`src/hdl/rsg_pkg.sv`:
```
package rsg_pkg;

  localparam int IDX_W  = 22;
  localparam int STEP_W = 6;
  localparam int CRD_W  = 32;
  localparam int VEC_W  = 35;
  localparam int ROT_W  = 42;
  localparam int RAD_W  = 36;
  localparam int RR_W   = 40;
  localparam int ACC_W  = 38;
  localparam int AXV_W  = 39;
  localparam int ANG_W  = 32;
  localparam int RZ_W   = 33;
  localparam int SWP_W  = 17;
  localparam int CNT_W  = 17;
  localparam int PP_W   = 52;

  localparam int MAX_STEPS_DEF     = 63;
  localparam int MAX_POINTS_DEF    = 65536;
  localparam int CORDIC_STAGES_DEF = 16;

  localparam logic [29:0] INV_GAIN = 30'd652032874;

  localparam logic [1:0] AXIS_Y = 2'd1;
  localparam logic [1:0] AXIS_Z = 2'd2;

  typedef enum logic [2:0] {
    CFG_AXIS,
    CFG_STEPS,
    CFG_SWEEP,
    CFG_RDELTA,
    CFG_ASHIFT,
    CFG_COUNT
  } cfg_idx_e;

  typedef struct packed {
    logic [IDX_W-1:0]        idx;
    logic [STEP_W-1:0]       step;
    logic                    last;
    logic                    on_axis;
    logic signed [CRD_W-1:0] ox;
    logic signed [CRD_W-1:0] oy;
    logic signed [CRD_W-1:0] oz;
    logic signed [AXV_W-1:0] axv;
    logic signed [AXV_W-1:0] rinc;
    logic [ANG_W-1:0]        ang;
  } copy_t;

  typedef struct packed {
    logic [32:0] qs;
    logic [5:0]  rs;
    logic [31:0] qr;
    logic [5:0]  rr;
    logic [31:0] qa;
    logic [5:0]  ra;
  } quot_t;

  function automatic logic [ANG_W-1:0] atan_turn(input int k);
    case (k)
      0:  return 32'h20000000;
      1:  return 32'h12E4051E;
      2:  return 32'h09FB385B;
      3:  return 32'h051111D4;
      4:  return 32'h028B0D43;
      5:  return 32'h0145D7E1;
      6:  return 32'h00A2F61E;
      7:  return 32'h00517C55;
      8:  return 32'h0028BE53;
      9:  return 32'h00145F2F;
      10: return 32'h000A2F98;
      11: return 32'h000517CC;
      12: return 32'h00028BE6;
      13: return 32'h000145F3;
      14: return 32'h0000A2FA;
      15: return 32'h0000517D;
      16: return 32'h000028BE;
      17: return 32'h0000145F;
      18: return 32'h00000A30;
      19: return 32'h00000518;
      20: return 32'h0000028C;
      21: return 32'h00000146;
      22: return 32'h000000A3;
      23: return 32'h00000051;
      24: return 32'h00000029;
      25: return 32'h00000014;
      26: return 32'h0000000A;
      27: return 32'h00000005;
      28: return 32'h00000003;
      29: return 32'h00000001;
      30: return 32'h00000001;
      default: return 32'h00000000;
    endcase
  endfunction

  function automatic logic [CRD_W-1:0] sat42(input logic signed [ROT_W-1:0] v);
    if (v[ROT_W-1:CRD_W-1] == '0 || v[ROT_W-1:CRD_W-1] == '1) begin
      return v[CRD_W-1:0];
    end
    return v[ROT_W-1] ? 32'h80000000 : 32'h7FFFFFFF;
  endfunction

endpackage

```
`src/hdl/rsg_rot_cell.sv`:
```
module rsg_rot_cell #(
  parameter int K = 0
) (
  input  logic                             clk_i,
  input  logic                             rst_ni,
  input  logic                             en_i,
  input  logic                             valid_i,
  input  logic signed [rsg_pkg::ROT_W-1:0] x_i,
  input  logic signed [rsg_pkg::ROT_W-1:0] y_i,
  input  logic signed [rsg_pkg::RZ_W-1:0]  z_i,
  input  rsg_pkg::copy_t                   pay_i,
  output logic                             valid_o,
  output logic signed [rsg_pkg::ROT_W-1:0] x_o,
  output logic signed [rsg_pkg::ROT_W-1:0] y_o,
  output logic signed [rsg_pkg::RZ_W-1:0]  z_o,
  output rsg_pkg::copy_t                   pay_o
);
  import rsg_pkg::*;

  logic signed [ROT_W-1:0] x_d, y_d;
  logic signed [RZ_W-1:0]  z_d;
  logic signed [RZ_W-1:0]  at;

  assign at = $signed({1'b0, atan_turn(K)});

  always_comb begin
    if (!z_i[RZ_W-1]) begin
      x_d = x_i - (y_i >>> K);
      y_d = y_i + (x_i >>> K);
      z_d = z_i - at;
    end else begin
      x_d = x_i + (y_i >>> K);
      y_d = y_i - (x_i >>> K);
      z_d = z_i + at;
    end
  end

  always_ff @(posedge clk_i or negedge rst_ni) begin
    if (!rst_ni) begin
      valid_o <= 1'b0;
    end else if (en_i) begin
      valid_o <= valid_i;
    end
  end

  always_ff @(posedge clk_i) begin
    if (en_i) begin
      x_o   <= x_d;
      y_o   <= y_d;
      z_o   <= z_d;
      pay_o <= pay_i;
    end
  end

endmodule

```
`config.mk`:
```
export PLATFORM = sky130hd
export DESIGN_NAME = rsg_rot_cell
export DESIGN_NICKNAME = d
export VERILOG_FILES = /design/src/hdl/rsg_pkg.sv /design/src/hdl/rsg_rot_cell.sv
export SDC_FILE = /design/constraint.sdc
export NUM_CORES = 1
export LEC_CHECK = 0
export ABC_AREA = 1
export BUFFER_PORTS_ARGS = -buffer_cell sky130_fd_sc_hd__buf_4
export CORE_AREA = 2 2 273 275
export CTS_CLUSTER_DIAMETER = 120
export DETAILED_ROUTE_END_ITERATION = 6
export DIE_AREA = 0 0 275 277
export GPL_TIMING_DRIVEN = 0
export PLACE_DENSITY = 0.58
export REMOVE_ABC_BUFFERS = 1
export SLEW_MARGIN = 0
export SYNTH_ARGS = -nofsm -noshare
export SYNTH_HDL_FRONTEND = slang
export SYNTH_SLANG_ARGS = --single-unit
export TNS_END_PERCENT = 5
```
`constraint.sdc`:
```
create_clock -name clk_i -period 0.94 [get_ports clk_i]
set_input_delay 0.141 -clock clk_i [delete_from_list [all_inputs] [get_ports clk_i]]
set_output_delay 0.141 -clock clk_i [all_outputs]
set_load 0.1 [all_outputs]
```
==> results.py <==
metrics = {
    "outcome": {
        "status": "finished with violations",
        "violations": "hold timing, setup timing",
    },
    "setup_path": {
        "endpoint_kind": "primary output",
        "required_ns": 0.80,
        "critical_path.max_fanout": 1,
        "r2r_start": "valid_o",
        "crit_path_max_incr_delay_ns": 0.72,
        "path_delay_family": "flip-flops",
        "cp-start-kind": "flop",
        "slowest_stage": "edfxtp_1",
        "path_buf_inv": 1,
        "path_cells": "buf_12",
        "path_class": "flop to primary output",
        "crit_arrival_ns": 1.60,
        "worstSetupStartpoint": "pay_o[25]",
    },
    "clock_tree": {
        "clk_pin_slew_ns": 0.06,
        "hold_buffers": 271,
        "cts_tree": "built",
        "htreeDepth": 2,
        "insertion_delay_ns": 0.58,
        "cts_buffers": 42,
        "cts_buffer_depth": 3,
        "cts-root-buf": "clkbuf_16",
        "clock-sinks": 353,
    },
    "floorplan": {
        "start_util_pct": 28.5,
        "fp-row-count": 100,
        "chipHeight_um": 277,
        "ioPinCount": 711,
        "die_area_sq_um": 76200,
        "core_sq_um": 73600,
        "die_w_um": 275,
    },
    "placement": {
        "place.gp.congestion": 0.972,
        "dp_hpwl_mm": 81.8,
        "postPlaceCellArea_sq_um": 27200,
        "numPortBuffers": 710,
        "placedCellCount": 4006,
    },
    "finish": {
        "finalInstanceArea_sq_um": 38800,
        "layout_commonest_cell": "buf_4",
        "nets": 4130,
        "final_layout_size_suffix_gt1_share_pct": 51.5,
        "multi_input_area_sq_um": 12600,
        "syn_to_final_growth_pct": 85.3,
        "nFillCells": 6419,
        "seqCellArea_sq_um": 10600,
        "final_cell_mix": "792 x buf_4, 400 x nand2_1, 352 x edfxtp_1",
        "final_util_pct": 52.7,
        "fin_cells": 4646,
    },
    "global_route": {
        "grt_first_pass_wirelength_mm": 149,
        "antenna_found_initial": 15,
        "grt_overflow_total": 0,
        "grt_max_degree": 123,
        "grt_pass1_vias": 22054,
        "globalRouteTotalUtil_pct": 27.1,
    },
    "power_and_ir_drop": {
        "combPwrFrac_pct": 43.7,
        "ir_drop_v": 0.00162,
        "sw_frac_of_total_pct": 42.6,
        "internal_power_mw": 38.5,
        "p_seq_share_pct": 29.5,
        "pwr-share-clk_pct": 26.8,
        "p_per_area_nw_per_um2": 1730,
        "power.switching_mw": 28.6,
        "p_leak_nw": 17.5,
    },
    "timing": {
        "grt_setup_unrepaired": "yes",
        "setup_ws_ns": -0.799,
        "finalHoldViolations": 2,
        "slew_headroom_pct": 48.8,
        "worstMarginPinSlew_ns": 0.765,
        "slew_viol_final": 0,
        "setup_viol": 575,
        "tns_ns": -213.17,
        "finClkSkew_ns": 0,
        "period_minus_slack_ns": 1.74,
        "timing.hold.ws_ns": -0.110,
        "fmax_ghz": 0.575,
        "finalCritPeriodShare_pct": 185,
    },
    "routing": {
        "wirelength_mm": 111,
        "vias": 22429,
        "dr.pass1.iters": 5,
        "drt-wirelength-per-cell_um": 23.8,
        "post-route-drc-count": 0,
        "final_antenna_net_count": 0,
        "drt_iter0_drc": 1419,
        "avgViaCountPerCell": 4.83,
    },
    "min_path": {
        "min_from": "z_i[30]",
        "hold_class": "input pin to flop",
    },
    "logic_synthesis": {
        "syn_area_sq_um": 20900,
        "ys_seq_elements": 353,
        "synth_cell_types": 46,
        "synth_edf_count": 352,
        "yosys_warnings": 0,
        "syn_avg_cell_area_sq_um": 8.79,
        "async_reset_ff_share_pct": 0.283,
        "synth-main-ff-cell": "edfxtp_1",
        "syn_inst": 2381,
        "seq_area_frac_synth_pct": 50.6,
    },
    "job": {
        "drv_cap": 0,
    },
}
cells in the mapped netlist (2+ instances only):
cell      count  area, sq um
inv_2        12         45.0
a21oi_1     136          681
o211ai_2      4         50.1
clkinv_1      4         15.0
mux2i_1       2         20.0
or2_0         2         12.5
a21o_1        3         22.5
clkbuf_1     11         41.3
fa_1          4         80.1
xor2_1       28          245
nand2_2      20          125
a21boi_0      4         30.0
o21ai_0      90          450
edfxtp_1    352        10600
or2_1         2         12.5
o21ai_2       3         26.3
buf_6         6         67.6
nand3_2       4         40.0
buf_4        32          240
nand3b_1      2         15.0
ha_1        140         1750
nor2_1      182          683
o21bai_1     19          143
and2_1        3         18.8
o22ai_1      10         62.6
nor2_4        2         22.5
nand3_1     189          946
o21ai_1      26          130
inv_1       329         1230
a21oi_2       8         70.1
nand2_4       2         22.5
buf_2         7         35.0
nand4_1      14         87.6
nand2_1     662         2480
nor2_2       46          288
nor3_1       11         55.1
logic make-up after synthesis:
family / synth area share (%)
AO/OA/AOI/OAI: 8.09
flip-flops: 50.6
buffers and inverters: 8.04
multiplexers: 0.149
XOR/XNOR: 1.21
AND/OR/NAND/NOR: 23.1
adder cells (fa/ha/maj): 8.75
final timing paths:
path	to	slack, ns	depth (start not counted)
max	pay_o[25]	-0.80	1
min	z_o[30]	-0.11	2
max reg2reg	valid_o	0.12	1
min reg2reg	valid_o	0.63	1
max in group asynchronous	valid_o	0.40	3
min in group asynchronous	valid_o	0.42	3
metrics by stage:
step / power, mW / setup slack, ns
floorplan: 35.3 / -1.77
global placement: 42.3 / -4.73
detailed placement: 42.3 / -2.08
CTS: 64.9 / -0.871
global route: 69.2 / -0.821
finish: 67.1 / -0.799
power by group through the flow:
stage / Sequential (mW) / Clock, mW / Combinational (mW)
final: 19.8 / 18.0 / 29.3
after global routing: 19.9 / 18.9 / 30.3
after CTS: 19.7 / 18.4 / 26.7
after detailed placement: 20.0 / 0 / 22.3
after global placement: 20.1 / 0 / 22.2
after floorplan: 30.6 / 0 / 4.72
layer usage:
| metal | up-vias | part of all wire (%) | global-route usage [%] |
|---|---|---|---|
| met5 | - | 0.024 | 0 |
| met4 | 4 | 7.7 | 16.9 |
| met2 | 938 | 50 | 47.8 |
| met1 | 10843 | 36 | 30.2 |
| li1 | 10338 | - | - |
| met3 | 306 | 6.4 | 4.47 |
what timing repair did:
| item | in CTS | in global routing |
|---|---|---|
| endpoints found under the hold margin | 288 | 2 |
| cloned | 2 | 0 |
| endpoints found under the setup margin | 560 | 576 |
| setup buffers | 164 | 113 |
| pin swaps | 206 | 274 |
| gates resized for setup | 782 | 609 |
registers in the layout, indices dropped and copies added, names as in the netlist:
signal,cells
y_o,41
valid_o,1
x_o,42
z_o,33
pay_o,236
area by class of cell:
cell class                      instances  area share (%)
Sequential cell                       353            27.3
Inverter                              345            3.78
Multi-Input combinational cell       1626            32.5
Clock inverter                         33            1.15
Antenna cell                           14          0.0903
Clock buffer                           45            2.74
Timing Repair Buffer                 1260            29.3
Timing Repair inverter                  1          0.0419
Tap cell                              969            3.13
No activity file was read; power rests on OpenSTA's default activity.
