===== src/hdl/rsg_pkg.sv =====
package rsg_pkg;

  localparam int IDX_W  = 22;
  localparam int STEP_W = 6;
  localparam int CRD_W  = 32;
  localparam int VEC_W  = 35;
  localparam int ROT_W  = 42;
  localparam int RAD_W  = 36;
  localparam int RR_W   = 40;
  localparam int ACC_W  = 38;
  localparam int AXV_W  = 39;
  localparam int ANG_W  = 32;
  localparam int RZ_W   = 33;
  localparam int SWP_W  = 17;
  localparam int CNT_W  = 17;
  localparam int PP_W   = 52;

  localparam int MAX_STEPS_DEF     = 63;
  localparam int MAX_POINTS_DEF    = 65536;
  localparam int CORDIC_STAGES_DEF = 16;

  localparam logic [29:0] INV_GAIN = 30'd652032874;

  localparam logic [1:0] AXIS_Y = 2'd1;
  localparam logic [1:0] AXIS_Z = 2'd2;

  typedef enum logic [2:0] {
    CFG_AXIS,
    CFG_STEPS,
    CFG_SWEEP,
    CFG_RDELTA,
    CFG_ASHIFT,
    CFG_COUNT
  } cfg_idx_e;

  typedef struct packed {
    logic [IDX_W-1:0]        idx;
    logic [STEP_W-1:0]       step;
    logic                    last;
    logic                    on_axis;
    logic signed [CRD_W-1:0] ox;
    logic signed [CRD_W-1:0] oy;
    logic signed [CRD_W-1:0] oz;
    logic signed [AXV_W-1:0] axv;
    logic signed [AXV_W-1:0] rinc;
    logic [ANG_W-1:0]        ang;
  } copy_t;

  typedef struct packed {
    logic [32:0] qs;
    logic [5:0]  rs;
    logic [31:0] qr;
    logic [5:0]  rr;
    logic [31:0] qa;
    logic [5:0]  ra;
  } quot_t;

  function automatic logic [ANG_W-1:0] atan_turn(input int k);
    case (k)
      0:  return 32'h20000000;
      1:  return 32'h12E4051E;
      2:  return 32'h09FB385B;
      3:  return 32'h051111D4;
      4:  return 32'h028B0D43;
      5:  return 32'h0145D7E1;
      6:  return 32'h00A2F61E;
      7:  return 32'h00517C55;
      8:  return 32'h0028BE53;
      9:  return 32'h00145F2F;
      10: return 32'h000A2F98;
      11: return 32'h000517CC;
      12: return 32'h00028BE6;
      13: return 32'h000145F3;
      14: return 32'h0000A2FA;
      15: return 32'h0000517D;
      16: return 32'h000028BE;
      17: return 32'h0000145F;
      18: return 32'h00000A30;
      19: return 32'h00000518;
      20: return 32'h0000028C;
      21: return 32'h00000146;
      22: return 32'h000000A3;
      23: return 32'h00000051;
      24: return 32'h00000029;
      25: return 32'h00000014;
      26: return 32'h0000000A;
      27: return 32'h00000005;
      28: return 32'h00000003;
      29: return 32'h00000001;
      30: return 32'h00000001;
      default: return 32'h00000000;
    endcase
  endfunction

  function automatic logic [CRD_W-1:0] sat42(input logic signed [ROT_W-1:0] v);
    if (v[ROT_W-1:CRD_W-1] == '0 || v[ROT_W-1:CRD_W-1] == '1) begin
      return v[CRD_W-1:0];
    end
    return v[ROT_W-1] ? 32'h80000000 : 32'h7FFFFFFF;
  endfunction

endpackage


===== src/hdl/rsg_vec_cell.sv =====
module rsg_vec_cell #(
  parameter int K = 0
) (
  input  logic                             clk_i,
  input  logic                             rst_ni,
  input  logic                             en_i,
  input  logic                             valid_i,
  input  logic signed [rsg_pkg::VEC_W-1:0] x_i,
  input  logic signed [rsg_pkg::VEC_W-1:0] y_i,
  input  logic [rsg_pkg::ANG_W-1:0]        z_i,
  input  rsg_pkg::copy_t                   pay_i,
  output logic                             valid_o,
  output logic signed [rsg_pkg::VEC_W-1:0] x_o,
  output logic signed [rsg_pkg::VEC_W-1:0] y_o,
  output logic [rsg_pkg::ANG_W-1:0]        z_o,
  output rsg_pkg::copy_t                   pay_o
);
  import rsg_pkg::*;

  logic signed [VEC_W-1:0] x_d, y_d;
  logic [ANG_W-1:0]        z_d;

  always_comb begin
    if (y_i[VEC_W-1]) begin
      x_d = x_i - (y_i >>> K);
      y_d = y_i + (x_i >>> K);
      z_d = z_i - atan_turn(K);
    end else begin
      x_d = x_i + (y_i >>> K);
      y_d = y_i - (x_i >>> K);
      z_d = z_i + atan_turn(K);
    end
  end

  always_ff @(posedge clk_i or negedge rst_ni) begin
    if (!rst_ni) begin
      valid_o <= 1'b0;
    end else if (en_i) begin
      valid_o <= valid_i;
    end
  end

  always_ff @(posedge clk_i) begin
    if (en_i) begin
      x_o   <= x_d;
      y_o   <= y_d;
      z_o   <= z_d;
      pay_o <= pay_i;
    end
  end

endmodule


===== config.mk =====
export PLATFORM = sky130hd
export DESIGN_NAME = rsg_vec_cell
export DESIGN_NICKNAME = d
export VERILOG_FILES = /design/src/hdl/rsg_pkg.sv /design/src/hdl/rsg_vec_cell.sv
export SDC_FILE = /design/constraint.sdc
export NUM_CORES = 1
export LEC_CHECK = 0
export BUFFER_PORTS_ARGS = -buffer_cell sky130_fd_sc_hd__clkbuf_2
export CORE_AREA = 2 2 263 265
export CTS_BUF_LIST = sky130_fd_sc_hd__clkbuf_16
export DETAILED_ROUTE_END_ITERATION = 10
export DIE_AREA = 0 0 265 267
export GPL_ROUTABILITY_DRIVEN = 0
export PLACE_DENSITY_LB_ADDON = 0.2
export SYNTH_ARGS = -nofsm -noshare
export SYNTH_HDL_FRONTEND = slang
export SYNTH_SLANG_ARGS = --single-unit

===== constraint.sdc =====
create_clock -name clk_i -period 1.1 [get_ports clk_i]
set_clock_uncertainty 0.05 [all_clocks]
set_input_delay 0.055 -clock clk_i [delete_from_list [all_inputs] [get_ports clk_i]]
set_output_delay 0.055 -clock clk_i [all_outputs]
set_load 0.05 [all_outputs]

==> metrics list <==
* Outcome: finished with violations
- Violations in the final reports: negative setup slack
* CP arrival: 2790 ps
* Async set-or-reset flop fraction in the synthesized netlist: 0.296%
- The critical path is of the in -> reg type.
* HPWL after DPL: 67100 um
- In this run the worst hold path is classified as in -> reg.
- Mapped cell area: 16300 um2
* Portion of the clock cycle consumed by the worst path in the final layout: 228%
- Slew at the pin closest to its max-slew limit: 484 ps
* Clk Latency, worst-skew pair: 550 ps
- Maximum clock path buffer count: 3
- The tightest hold path in the finished design has a slack of 10.9 ps.
* Max Cap Viol: 0
* Relative slew slack: 67.5%
- Using the TritonRoute via totals, the vias-per-cell ratio works out to 4.56.
* Largest net degree at the start of global routing: 57
- The worst setup path is launched from a primary input.
- GR Layer Usage met3: 6.13%
* Number of global-route vias before repair: 17200
* Ys Warns: 0
* Remaining antenna violation count: 0
- Worst Reg-to-Reg Cells: 2
- Num CTS Buffers: 40
- M1 GR Usage: 27.8%
* DRT Wirelength: 86700 um
- Yosys mapped a number of flops with a built-in enable equal to 337.
- The first global-routing pass estimated 119000 um of wire.
- The library cell used most frequently in the layout, excluding fill and tap cells, is buf_4.
- The analysis attributes to cell leakage a power of 14.5 nW.
- Highest-count cells in the layout ignoring fill and taps: buf_4 (410), edfxtp_1 (337), clkbuf_2 (320)
- Derived from the worst setup path, the maximum achievable clock frequency is 398 MHz.
- Footprint of the multi-input gates: 6980 um2
- Cell chosen for the clock root: clkbuf_16
- The die covers 70800 um2.
- Counting every net in the synthesized netlist gives 1728.
- The share of the Yosys chip area taken by registers is 62.4%.
- Required time reported for the critical path endpoint: 1380 ps
- Synth unique cells: 65
- Count of buffers inserted at the top-level ports: 680
- Synthesis inferred 338 register bits.
* Gr busiest metal: met2
* Hold-critical path depth: 4
- Each instance of the synthesized netlist takes up on average 12.7 um2.
* Area growth syn-to-layout: 106%
- For this design the top-level I/O count stands at 681.
- TritonCTS clock tree: yes
- In the final layout, the share of cells above drive strength 1 is 53.4%.
* Unrepaired setup endpoints after global routing: yes
- IR drop worst, VDD: 1.12 mV
- Synthesis handed over a netlist of 1280 instances.
* Fillers: 5930
- After detailed routing, the average wire length per cell comes to 24.0 um.
- Die Wd: 265 um
* Number of hold violations in the final report: 0
- Power spread over the standard cell area amounts to 1450 nW/um2.
- Before antenna repair, the detailed router went through 6 iterations.
- The sequential cells in the finished layout cover a total of 10100 um2.
* Final core utilization: 49.3%
- Setup violations remaining at the end of the flow were counted as 403.
* Nets: 3144
- The worst setup path is captured at a register.
* Number of levels the H-tree was split into: 2
- After detailed routing, the number of remaining DRC violations is 0.
- The number of max-slew violations in the final report was 0.
- CP Max Fanout: 5
- The detailed router placed 16500 vias in this run.
* Met2 demand-to-capacity share in global routing: 39.6%
* Vertical extent of the die: 267 um
* Core ar.: 68000 um2
* Clock sink total: 338
* Starting Density: 23.9%
- Once routing completed, OpenROAD measured the worst setup slack at -1410 ps.
* Total routing resource utilization after global routing: 23.4%
- Crit path time final: 2510 ps
* Post-CTS clock slew at the launch and capture registers of the worst setup and hold paths: 70 ps
- The initialized floorplan defines 96 standard-cell rows.
- DRC marker count from the first detailed-route iteration: 1195
- Antenna violations before repair: 18
* Overflow left after global routing: 0
- In the synthesized netlist the dominant register cell turns out to be edfxtp_1.
## flip-flops by register name, summed over array words and instances (netlist names)
| name | cells |
|---|---|
| z_o | 32 |
| x_o | 35 |
| pay_o | 236 |
| y_o | 34 |
| valid_o | 1 |
## cells by family (layout without fill, tap and decap cells)
group,count (synthesis),count (layout),synth area share (%)
AOI/OAI and AO/OA,347,347,13.7
xor gates and xnor gates,66,66,3.55
adders and majority gates,106,106,8.34
buffers and inverters,163,1606,3.81
DFF,338,338,62.4
muxes,18,18,1.12
other,0,12,0
and+or+nand+nor,242,242,7.13
## through the flow
stage | TNS, ps | instances | setup WS, ps | power [mW] | area (um2)
6_report | -111460 | 3617 | -1410 | 48.5 | 33500
5_1_grt | -130490 | 3612 | -1470 | 50.1 | 33500
4_1_cts | -120810 | 3584 | -1370 | 48.1 | 32700
3_5_place_dp | -100900 | 3214 | -2140 | 29.9 | 24700
3_3_place_gp | -99880 | 3214 | -2120 | 29.9 | 24700
2_1_floorplan | -64840 | 1280 | -1600 | 23.9 | 17000
## repair_timing
item / in CTS / in global routing
setup endpoints to repair: 401 / 404
resized for setup: 828 / 192
hold buffers: 273 / 0
pin swaps: 104 / 91
hold endpoints to repair: 387 / 0
buffers inserted: 40 / 36
## Yosys cell counts (3+ instances only)
| cell | count | area [um2] |
|---|---|---|
| fa_1 | 4 | 80.1 |
| buf_1 | 10 | 37.5 |
| or3_1 | 5 | 31.3 |
| nor2b_1 | 11 | 68.8 |
| a21o_1 | 16 | 120 |
| o21ai_0 | 75 | 375 |
| a211o_1 | 6 | 52.6 |
| xor2_1 | 8 | 70.1 |
| a21oi_1 | 117 | 586 |
| nand4_1 | 11 | 68.8 |
| o31ai_1 | 7 | 52.6 |
| nand2b_1 | 11 | 68.8 |
| nor2_1 | 88 | 330 |
| buf_2 | 3 | 15.0 |
| mux2i_1 | 17 | 170 |
| o31a_1 | 4 | 35.0 |
| nor4_1 | 7 | 43.8 |
| ha_1 | 102 | 1280 |
| clkinv_1 | 5 | 18.8 |
| a221oi_1 | 8 | 70.1 |
| a21boi_0 | 4 | 30.0 |
| clkbuf_1 | 37 | 139 |
| a211oi_1 | 14 | 105 |
| xnor2_1 | 58 | 508 |
| nor3_1 | 29 | 145 |
| a31oi_1 | 16 | 100 |
| o21ba_2 | 3 | 30.0 |
| o2111ai_1 | 3 | 26.3 |
| o211ai_1 | 9 | 67.6 |
| or4_1 | 4 | 30.0 |
| o22ai_1 | 4 | 25.0 |
| or2_2 | 7 | 43.8 |
| o221ai_1 | 5 | 43.8 |
| edfxtp_1 | 337 | 10100 |
| inv_1 | 107 | 402 |
| o21a_1 | 10 | 75.1 |
| a2111oi_0 | 5 | 43.8 |
| o21bai_1 | 21 | 158 |
| nand3_1 | 18 | 90.1 |
| nand2_1 | 40 | 150 |
## cell type report
class / instances / share of cell area [%]
Timing Repair Buffer: 1425 / 39.9
Sequential cell: 338 / 30.2
Multi-Input combinational cell: 779 / 20.8
Tap cell: 882 / 3.29
Clock buffer: 40 / 2.98
Inverter: 112 / 1.54
Clock inverter: 29 / 1.13
Antenna cell: 12 / 0.0895
## final timing paths
check / from / endpoint / slack (ps)
max in group asynchronous: rst_ni / valid_o / 590
max: x_i[6] / y_o[29] / -1410
min reg2reg: valid_o / valid_o / 580
max reg2reg: valid_o / valid_o / 160
min in group asynchronous: rst_ni / valid_o / 300
min: z_i[30] / z_o[30] / 10
## power by group
part / switching, mW / internal, mW
clock: 5.86 / 8.56
sequential: 0.834 / 15.7
combinational: 9.85 / 7.63
## routing by layer
layer | part of all wire, % | up-vias | routed length, um
met5 | 0.091 | - | 79
met4 | 4.8 | 12 | 4180
met3 | 7.4 | 159 | 6440
met2 | 48 | 708 | 42000
met1 | 39 | 8041 | 34000
li1 | - | 7587 | -
## critical path: stages
cell       delay, ps
clkbuf_16        120
inv_12            30
ha_4             260
nor2b_4           40
or4_4            430
o211a_4          260
or4_4            490
a21oi_4          230
a31oi_4          160
a211oi_4         370
buf_4            170
a21oi_2           50
xnor2_1          110
No activity file was read; power rests on OpenSTA's default activity.
