`src/hdl/rsg_pkg.sv`:
```
package rsg_pkg;

  localparam int IDX_W  = 22;
  localparam int STEP_W = 6;
  localparam int CRD_W  = 32;
  localparam int VEC_W  = 35;
  localparam int ROT_W  = 42;
  localparam int RAD_W  = 36;
  localparam int RR_W   = 40;
  localparam int ACC_W  = 38;
  localparam int AXV_W  = 39;
  localparam int ANG_W  = 32;
  localparam int RZ_W   = 33;
  localparam int SWP_W  = 17;
  localparam int CNT_W  = 17;
  localparam int PP_W   = 52;

  localparam int MAX_STEPS_DEF     = 63;
  localparam int MAX_POINTS_DEF    = 65536;
  localparam int CORDIC_STAGES_DEF = 16;

  localparam logic [29:0] INV_GAIN = 30'd652032874;

  localparam logic [1:0] AXIS_Y = 2'd1;
  localparam logic [1:0] AXIS_Z = 2'd2;

  typedef enum logic [2:0] {
    CFG_AXIS,
    CFG_STEPS,
    CFG_SWEEP,
    CFG_RDELTA,
    CFG_ASHIFT,
    CFG_COUNT
  } cfg_idx_e;

  typedef struct packed {
    logic [IDX_W-1:0]        idx;
    logic [STEP_W-1:0]       step;
    logic                    last;
    logic                    on_axis;
    logic signed [CRD_W-1:0] ox;
    logic signed [CRD_W-1:0] oy;
    logic signed [CRD_W-1:0] oz;
    logic signed [AXV_W-1:0] axv;
    logic signed [AXV_W-1:0] rinc;
    logic [ANG_W-1:0]        ang;
  } copy_t;

  typedef struct packed {
    logic [32:0] qs;
    logic [5:0]  rs;
    logic [31:0] qr;
    logic [5:0]  rr;
    logic [31:0] qa;
    logic [5:0]  ra;
  } quot_t;

  function automatic logic [ANG_W-1:0] atan_turn(input int k);
    case (k)
      0:  return 32'h20000000;
      1:  return 32'h12E4051E;
      2:  return 32'h09FB385B;
      3:  return 32'h051111D4;
      4:  return 32'h028B0D43;
      5:  return 32'h0145D7E1;
      6:  return 32'h00A2F61E;
      7:  return 32'h00517C55;
      8:  return 32'h0028BE53;
      9:  return 32'h00145F2F;
      10: return 32'h000A2F98;
      11: return 32'h000517CC;
      12: return 32'h00028BE6;
      13: return 32'h000145F3;
      14: return 32'h0000A2FA;
      15: return 32'h0000517D;
      16: return 32'h000028BE;
      17: return 32'h0000145F;
      18: return 32'h00000A30;
      19: return 32'h00000518;
      20: return 32'h0000028C;
      21: return 32'h00000146;
      22: return 32'h000000A3;
      23: return 32'h00000051;
      24: return 32'h00000029;
      25: return 32'h00000014;
      26: return 32'h0000000A;
      27: return 32'h00000005;
      28: return 32'h00000003;
      29: return 32'h00000001;
      30: return 32'h00000001;
      default: return 32'h00000000;
    endcase
  endfunction

  function automatic logic [CRD_W-1:0] sat42(input logic signed [ROT_W-1:0] v);
    if (v[ROT_W-1:CRD_W-1] == '0 || v[ROT_W-1:CRD_W-1] == '1) begin
      return v[CRD_W-1:0];
    end
    return v[ROT_W-1] ? 32'h80000000 : 32'h7FFFFFFF;
  endfunction

endpackage

```
`src/hdl/rsg_div.sv`:
```
module rsg_div (
  input  logic          clk_i,
  input  logic          rst_ni,
  input  logic          start_i,
  input  logic [5:0]    n_i,
  input  logic [32:0]   s_i,
  input  logic [31:0]   r_i,
  input  logic [31:0]   a_i,
  output logic          busy_o,
  output rsg_pkg::quot_t quot_o
);
  import rsg_pkg::*;

  logic        busy_q;
  logic [5:0]  cnt_q;
  logic [5:0]  rs_q, rr_q, ra_q;
  logic [32:0] qs_q;
  logic [31:0] qr_q, qa_q;
  logic [5:0]  bi;
  logic [32:0] ext_r, ext_a;
  logic [6:0]  st_s, st_r, st_a;

  function automatic logic [6:0] dstep(input logic [5:0] rem, input logic b,
                                       input logic [5:0] n);
    logic [6:0] t;
    t = {rem, b};
    if (t >= {1'b0, n}) begin
      return {1'b1, 6'(t - {1'b0, n})};
    end
    return {1'b0, t[5:0]};
  endfunction

  assign bi    = 6'd32 - cnt_q;
  assign ext_r = {1'b0, r_i};
  assign ext_a = {1'b0, a_i};
  assign st_s  = dstep(rs_q, s_i[bi], n_i);
  assign st_r  = dstep(rr_q, ext_r[bi], n_i);
  assign st_a  = dstep(ra_q, ext_a[bi], n_i);

  always_ff @(posedge clk_i or negedge rst_ni) begin
    if (!rst_ni) begin
      busy_q <= 1'b1;
      cnt_q  <= '0;
      rs_q   <= '0;
      rr_q   <= '0;
      ra_q   <= '0;
    end else if (start_i) begin
      busy_q <= 1'b1;
      cnt_q  <= '0;
      rs_q   <= '0;
      rr_q   <= '0;
      ra_q   <= '0;
    end else if (busy_q) begin
      rs_q  <= st_s[5:0];
      rr_q  <= st_r[5:0];
      ra_q  <= st_a[5:0];
      cnt_q <= cnt_q + 6'd1;
      if (cnt_q == 6'd32) begin
        busy_q <= 1'b0;
      end
    end
  end

  always_ff @(posedge clk_i) begin
    if (busy_q && !start_i) begin
      qs_q <= {qs_q[31:0], st_s[6]};
      qr_q <= {qr_q[30:0], st_r[6]};
      qa_q <= {qa_q[30:0], st_a[6]};
    end
  end

  assign busy_o = busy_q;
  assign quot_o = '{qs: qs_q, rs: rs_q, qr: qr_q, rr: rr_q, qa: qa_q, ra: ra_q};

endmodule

```
`config.mk`:
```
export PLATFORM = sky130hd
export DESIGN_NAME = rsg_div
export DESIGN_NICKNAME = d
export VERILOG_FILES = /design/src/hdl/rsg_pkg.sv /design/src/hdl/rsg_div.sv
export SDC_FILE = /design/constraint.sdc
export NUM_CORES = 1
export LEC_CHECK = 0
export ABC_CLOCK_PERIOD_IN_PS = 6500
export BUFFER_PORTS_ARGS = -buffer_cell sky130_fd_sc_hd__buf_4
export CORE_MARGIN = 3
export CORE_UTILIZATION = 50
export DETAILED_ROUTE_END_ITERATION = 12
export PLACE_DENSITY_LB_ADDON = 0.05
export SYNTH_ARGS = -nofsm -noshare
export SYNTH_HDL_FRONTEND = slang
export SYNTH_SLANG_ARGS = --single-unit
```
`constraint.sdc`:
```
create_clock -name clk_i -period 6.5 [get_ports clk_i]
set_input_delay 1.3 -clock clk_i [delete_from_list [all_inputs] [get_ports clk_i]]
set_output_delay 1.3 -clock clk_i [all_outputs]
set_load 0.02 [all_outputs]
```
==> results of run 1 <==
==> flip-flops by register name (all words and copies together), names as in the netlist <==
signal and cells:
cnt_q 6, busy_o 1, qa_q 32, rs_q 6, qr_q 32, qs_q 33, ra_q 6, rr_q 6
==> cell families (layout without fill, tap and decap cells) <==
kind of cell             Yosys count  after routing
AO/OA/AOI/OAI                     66             66
XOR/XNOR                          15             15
adder cells (fa/ha/maj)           23             23
buffers and inverters             40            274
flip-flops                       122            122
multiplexers                      42             42
AND/OR/NAND/NOR                  105            105
==> worst paths after layout <==
path	cells after the start	endpoint	slack, ns	from
max	15	ra_q[0]	1.35	cnt_q[0]
max reg2reg	15	ra_q[0]	1.35	cnt_q[0]
min reg2reg	0	qa_q[31]	0.45	qa_q[30]
max in group asynchronous	1	busy_o	5.40	rst_ni
min in group asynchronous	1	ra_q[2]	0.78	rst_ni
min	0	qa_q[31]	0.45	qa_q[30]
==> metal layers <==
layer | GRT usage | routed length [µm]
met3 | 0.0708 | 1090
met4 | 0.0665 | 182
met2 | 0.350 | 6950
met1 | 0.268 | 5750
met5 | 0 | 0
==> final cells by class <==
type                            instances  area [µm²]
Clock inverter                         14         145
Clock buffer                           18         429
Tap cell                              140         175
Fill cell                             723        2970
Inverter                               20        75.1
Timing Repair Buffer                  222        1670
Multi-Input combinational cell        251        2170
Sequential cell                       122        3540
==> metrics by stage <==
step                      std cells  hold slack (ns)
after floorplan                 413            0.589
after global placement          755            0.430
after detailed placement        755            0.437
after CTS                       787            0.451
after global routing            787            0.455
final                           787            0.449
==> cells in the mapped netlist, types with 2 or more instances <==
cell type / instances / area share
dfrtp_1: 24 / 0.10
mux2_2: 4 / 0.0077
nand2_1: 16 / 0.010
a21oi_1: 10 / 0.0085
ha_1: 20 / 0.043
nand2b_1: 4 / 0.0043
o21a_1: 5 / 0.0064
mux4_2: 22 / 0.084
or3b_2: 2 / 0.0030
clkbuf_1: 8 / 0.0051
or3_1: 5 / 0.0053
xor2_1: 3 / 0.0045
nand4_1: 5 / 0.0053
nor2_1: 53 / 0.034
a211oi_1: 14 / 0.018
buf_4: 2 / 0.0026
fa_1: 3 / 0.010
nor2b_1: 6 / 0.0064
buf_2: 7 / 0.0060
xnor2_1: 11 / 0.016
a32o_1: 3 / 0.0051
o31a_1: 2 / 0.0030
a21boi_0: 3 / 0.0038
buf_6: 2 / 0.0038
o22ai_1: 6 / 0.0064
inv_1: 20 / 0.013
mux2i_1: 13 / 0.022
o21ai_0: 14 / 0.012
nor3_1: 4 / 0.0034
mux4_1: 2 / 0.0089
edfxtp_1: 97 / 0.49
==> power by group through the flow <==
| stage | clock network [mW] | registers [mW] | logic, mW |
|---|---|---|---|
| CTS | 0.928 | 1.04 | 0.892 |
| detailed placement | 0 | 1.06 | 0.882 |
| floorplan | 0 | 1.15 | 0.485 |
| finish | 0.909 | 1.04 | 0.890 |
| global placement | 0 | 1.05 | 0.864 |
| global route | 0.959 | 1.06 | 0.970 |
==> worst register-to-register path: stages (launching register included) <==
cell	delay, ns
dfrtp_2	0.93
inv_1	0.11
ha_1	0.97
mux4_2	0.42
nor2_1	0.10
nor2_1	0.06
o22ai_1	0.16
a211o_1	0.16
ha_1	0.20
nor2b_1	0.05
o21ai_0	0.19
a21boi_0	0.17
or3_1	0.35
a21oi_1	0.52
mux2_2	0.40
a211oi_1	0.24
==> impl_metrics.env, run 1 <==
export IMPL_clock_latency_ns=0.42
export IMPL_die_area_um2=13100
export IMPL_clockPowerShare=0.320
export IMPL_cts_sinks=122
export IMPL_setup_viol_count_final=0
export IMPL_worst_endpoint_required_ns=6.81
export IMPL_post_dp_hpwl_um=10000
export IMPL_crit_type="register to register"
export IMPL_switching_power_mw=0.893
export IMPL_combinationalPowerShare=0.313
export IMPL_wl_um=14000
export IMPL_syn_inst=413
export IMPL_worstPathArrival_ns=5.46
export IMPL_start_kind="register"
export IMPL_via_count=4314
export IMPL_initial_core_util=0.527
export IMPL_swShare=0.314
export IMPL_power_leakage_nw=3.58
export IMPL_cts_resized=0
export IMPL_cpPeakStageDelay_ns=0.97
export IMPL_fmax_ghz=0.194
export IMPL_gp_congestion=0.901
export IMPL_synthMuxAreaShare=0.125
export IMPL_layout_common_cells="buf_4 (222), edfxtp_1 (97), nor2_1 (53), dfrtp_1 (23), mux4_2 (22)"
export IMPL_synth_top_family_by_area="multiplexers"
export IMPL_root_buffer="clkbuf_16"
export IMPL_timing_critical_path_buf_inv=1
export IMPL_first_iter_violations=364
export IMPL_cts_buffers=17
export IMPL_final_layout_size_suffix_gt1_frac=0.450
export IMPL_firstDrtPassIters=4
export IMPL_post_route_period_util=0.792
export IMPL_synth_edf_count=97
export IMPL_crit_fanout=33
export IMPL_gr_total_overflow=0
export IMPL_grt_pass1_vias=4383
export IMPL_ys_types=54
export IMPL_finClkSkew_ns=0.00829
export IMPL_num_rows=38
export IMPL_yosysSeqAreaShare=0.601
export IMPL_areaGrowthSynthToFinish_pct=39.4
export IMPL_layout_commonest_cell="buf_4"
export IMPL_syn_avg_cell_area_um2=14.3
export IMPL_placed_area_um2=7630
export IMPL_cts_hold_buf=0
export IMPL_status="finished, final reports clean"
export IMPL_num_antenna_cells=0
export IMPL_ys_seq_elements=122
export IMPL_cap_violations=0
export IMPL_core_um2=11200
export IMPL_tns_ns=0
export IMPL_synth_compound_area_frac=0.0767
export IMPL_avgRoutedWirePerCell_um=17.8
export IMPL_p_int_mw=1.95
export IMPL_p_per_area_nw_per_um2=346
export IMPL_ant_nets=0
export IMPL_avgViaCountPerCell=5.48
export IMPL_pin_count=222
export IMPL_clockBufferDepth=2
export IMPL_relSlewSlack=0.332
export IMPL_ir_worst_vdd_v=0.000411
export IMPL_hold_viol=0
export IMPL_grt_pass1_wl_um=21500
export IMPL_dieWidth_um=114
export IMPL_hold_path_class="register to register"
export IMPL_worstMarginPinSlew_ns=0.998
export IMPL_cts_tree="yes"
export IMPL_slowest_stage="ha_1"
export IMPL_post_route_min_period_ns=5.15
export IMPL_stdcell_area_um2=8200
export IMPL_ys_flop_type="edfxtp_1"
export IMPL_yosys_area_share_xor_xnor=0.0255
export IMPL_synth_area_um2=5890
export IMPL_htreeDepth=4
export IMPL_cpLargestDelayFamily="compound AO/OA/AOI/OAI gates"
export IMPL_layout_nets=763
export IMPL_rsz0062_at_grt="no"
export IMPL_ys_warn_count=0
export IMPL_grt_max_degree=64
export IMPL_dp_slack_ns=1.32
export IMPL_synthArstFlopShare=0.205
export IMPL_postCtsSetupBuffers=0
export IMPL_globalRouteTotalUtil=0.213
export IMPL_chipHeight_um=114
export IMPL_antenna_found_initial=0
export IMPL_clk_pin_slew_ns=0.06
export IMPL_power_mw=2.84
export IMPL_io_buffers=221
export IMPL_yosys_area_share_adder=0.0527
export IMPL_synth_simple_area_share=0.0874
export IMPL_worst_slack_ns=1.35
export IMPL_final_core_util=0.734
export IMPL_crit_chain="inv_1 -> ha_1 -> mux4_2 -> nor2_1 -> nor2_1 -> o22ai_1 -> a211o_1 -> ha_1 -> nor2b_1 -> o21ai_0 -> a21boi_0 -> or3_1 -> a21oi_1 -> mux2_2 -> a211oi_1"
export IMPL_worstSetupEndpointType="register"
export IMPL_slew_viol_final=0
export IMPL_synth_nets=542
export IMPL_pwr_share_seq=0.367
export IMPL_drc_errors=0
Note: power is estimated with default switching activity, not from simulation.
==> run 2: changes to the inputs <==
- ABC_CLOCK_PERIOD_IN_PS: 6500 -> 4700
- CORE_UTILIZATION: 50 -> 45
- clock period: 6.5 -> 4.7 ns (I/O delays scaled with it)
==> run 2 against run 1 <==
Effect of this change: sequential share of layout area is 0.45 points lower; sequential power rose by 38%; power increased by 38%; highest routed layer unchanged; combinational power grew 40%; non-clock buffer count rose by 6; final cell count up 4.7%; register-to-register slack worse by 0.71 ns; cell area increased by 1.1%; routed wire length decreased by 4.9%.
==> impl_metrics.env, run 2 (synthesis gave the netlist of run 1 again) <==
export IMPL_finClkSkew_ns=0.00880
export IMPL_switching_power_mw=1.16
export IMPL_cts_hold_buf=0
export IMPL_post_route_min_period_ns=4.05
export IMPL_status="finished, final reports clean"
export IMPL_cts_tree="yes"
export IMPL_final_layout_size_suffix_gt1_frac=0.445
export IMPL_gp_congestion=0.840
export IMPL_cts_resized=0
export IMPL_clockPowerShare=0.315
export IMPL_initial_core_util=0.463
export IMPL_largest_reg_flops=33
export IMPL_avgRoutedWirePerCell_um=16.1
export IMPL_clock_latency_ns=0.41
export IMPL_num_antenna_cells=0
export IMPL_fmax_ghz=0.247
export IMPL_top_register="qs_q"
export IMPL_hold_viol=0
export IMPL_hold_path_class="input pin to async pin"
export IMPL_first_iter_violations=214
export IMPL_clockBufferDepth=2
export IMPL_p_per_area_nw_per_um2=471
export IMPL_avgViaCountPerCell=5.12
export IMPL_pin_count=222
export IMPL_slowest_stage="mux4_1"
export IMPL_worstPathArrival_ns=4.38
export IMPL_worst_slack_ns=0.645
export IMPL_antenna_found_initial=0
export IMPL_cpPeakStageDelay_ns=0.61
export IMPL_post_dp_hpwl_um=10100
export IMPL_die_area_um2=14500
export IMPL_rsz0062_at_grt="no"
export IMPL_post_route_period_util=0.863
export IMPL_pwr_share_seq=0.365
export IMPL_areaGrowthSynthToFinish_pct=40.9
export IMPL_placed_area_um2=7730
export IMPL_clk_pin_slew_ns=0.05
export IMPL_core_um2=12700
export IMPL_stdcell_area_um2=8290
export IMPL_ant_nets=0
export IMPL_grt_pass1_vias=4222
export IMPL_num_rows=41
export IMPL_power_leakage_nw=3.61
export IMPL_top_regs="qs_q x33, qa_q x32, qr_q x32"
export IMPL_timing_critical_path_buf_inv=1
export IMPL_dp_slack_ns=0.593
export IMPL_crit_chain="buf_4 -> mux4_1 -> mux2i_1 -> a32o_1 -> or4_4 -> ha_1 -> nor2b_1 -> o21ai_0 -> a21boi_0 -> o31a_1 -> nor2_1 -> mux2_2 -> a211oi_1"
export IMPL_combinationalPowerShare=0.320
export IMPL_crit_type="register to register"
export IMPL_tns_ns=0
export IMPL_worstSetupEndpointType="register"
export IMPL_root_buffer="clkbuf_16"
export IMPL_postCtsSetupBuffers=0
export IMPL_via_count=4218
export IMPL_gr_total_overflow=0
export IMPL_worstMarginPinSlew_ns=1.00
export IMPL_ir_worst_vdd_v=0.000286
export IMPL_cpLargestDelayFamily="multiplexers"
export IMPL_grt_max_degree=65
export IMPL_layout_common_cells="buf_4 (227), edfxtp_1 (97), nor2_1 (53), dfrtp_1 (23), mux4_2 (22)"
export IMPL_wl_um=13300
export IMPL_cts_buffers=17
export IMPL_layout_nets=769
export IMPL_drc_errors=0
export IMPL_cts_sinks=122
export IMPL_globalRouteTotalUtil=0.187
export IMPL_start_kind="register"
export IMPL_fillCellCount=997
export IMPL_cap_violations=0
export IMPL_chipHeight_um=120
export IMPL_slew_viol_final=0
export IMPL_worst_endpoint_required_ns=5.02
export IMPL_rrSetupSlack_ns=0.65
export IMPL_firstDrtPassIters=4
export IMPL_relSlewSlack=0.331
export IMPL_dieWidth_um=120
export IMPL_setup_viol_count_final=0
export IMPL_htreeDepth=4
export IMPL_swShare=0.297
export IMPL_p_int_mw=2.75
export IMPL_io_buffers=221
export IMPL_grt_pass1_wl_um=20900
export IMPL_crit_fanout=23
export IMPL_layout_commonest_cell="buf_4"
## run 2: cell count changes in the layout (fill, tap and decap cells not counted)
cell	previous run	this run
clkinv_1	1	7
clkinv_2	3	2
buf_4	222	227
bufinv_16	2	3
clkinvlp_4	3	1
buf_12	0	1
inv_6	3	0
clkinv_4	2	0
## run 2: final cells by class
| class | instances | area (µm²) | share of cell area |
|---|---|---|---|
| clock buffer | 18 | 429 | 0.0518 |
| timing repair buffer | 228 | 1720 | 0.208 |
| tap | 172 | 215 | 0.0260 |
| sequential | 122 | 3540 | 0.427 |
| multi-input combinational | 251 | 2170 | 0.262 |
| clock inverter | 13 | 134 | 0.0161 |
| inverter | 20 | 75.1 | 0.00906 |
## run 2: worst reg2reg max path, delay by kind of cell, from the launching register on
kind / cells / cell delay [ns]
and+or+nand+nor: 3 / 0.65
adders and majority gates: 1 / 0.18
muxes: 3 / 1.18
DFF: 1 / 0.49
AOI/OAI and AO/OA: 5 / 1.05
buffers and inverters: 1 / 0.42
## run 2: metal layers
layer	routed length, µm	GRT usage
met5	0	0
met4	193	0.0737
met3	888	0.0500
met2	6850	0.323
met1	5360	0.223
## run 2: power groups by stage
| stage | registers (mW) | clock network (mW) | logic, mW |
|---|---|---|---|
| floorplan | 1.58 | 0 | 0.671 |
| global placement | 1.44 | 0 | 1.24 |
| detailed placement | 1.45 | 0 | 1.26 |
| CTS | 1.43 | 1.26 | 1.26 |
| global route | 1.45 | 1.31 | 1.37 |
| finish | 1.43 | 1.23 | 1.25 |
## run 2: final timing paths
path | startpoint | end | cells past startpoint
max in group asynchronous | rst_ni | busy_o | 1
setup / recovery | cnt_q[0] | rs_q[1] | 13
setup reg to reg | cnt_q[0] | rs_q[1] | 13
hold reg to reg | qr_q[12] | qr_q[13] | 0
hold / removal | rst_ni | rs_q[1] | 1
min in group clk_i | qr_q[12] | qr_q[13] | 0
## run 2: metrics by stage
| stage | total power [mW] | utilization | hold slack, ns | cells |
|---|---|---|---|---|
| after floorplan | 2.26 | - | 0.589 | 413 |
| after detailed placement | 2.70 | 0.607 | 0.436 | 793 |
| after global routing | 4.12 | 0.652 | 0.456 | 824 |
| final | 3.91 | 0.652 | 0.442 | 824 |
| after global placement | 2.69 | 0.607 | 0.435 | 793 |
| after CTS | 3.95 | 0.652 | 0.440 | 824 |
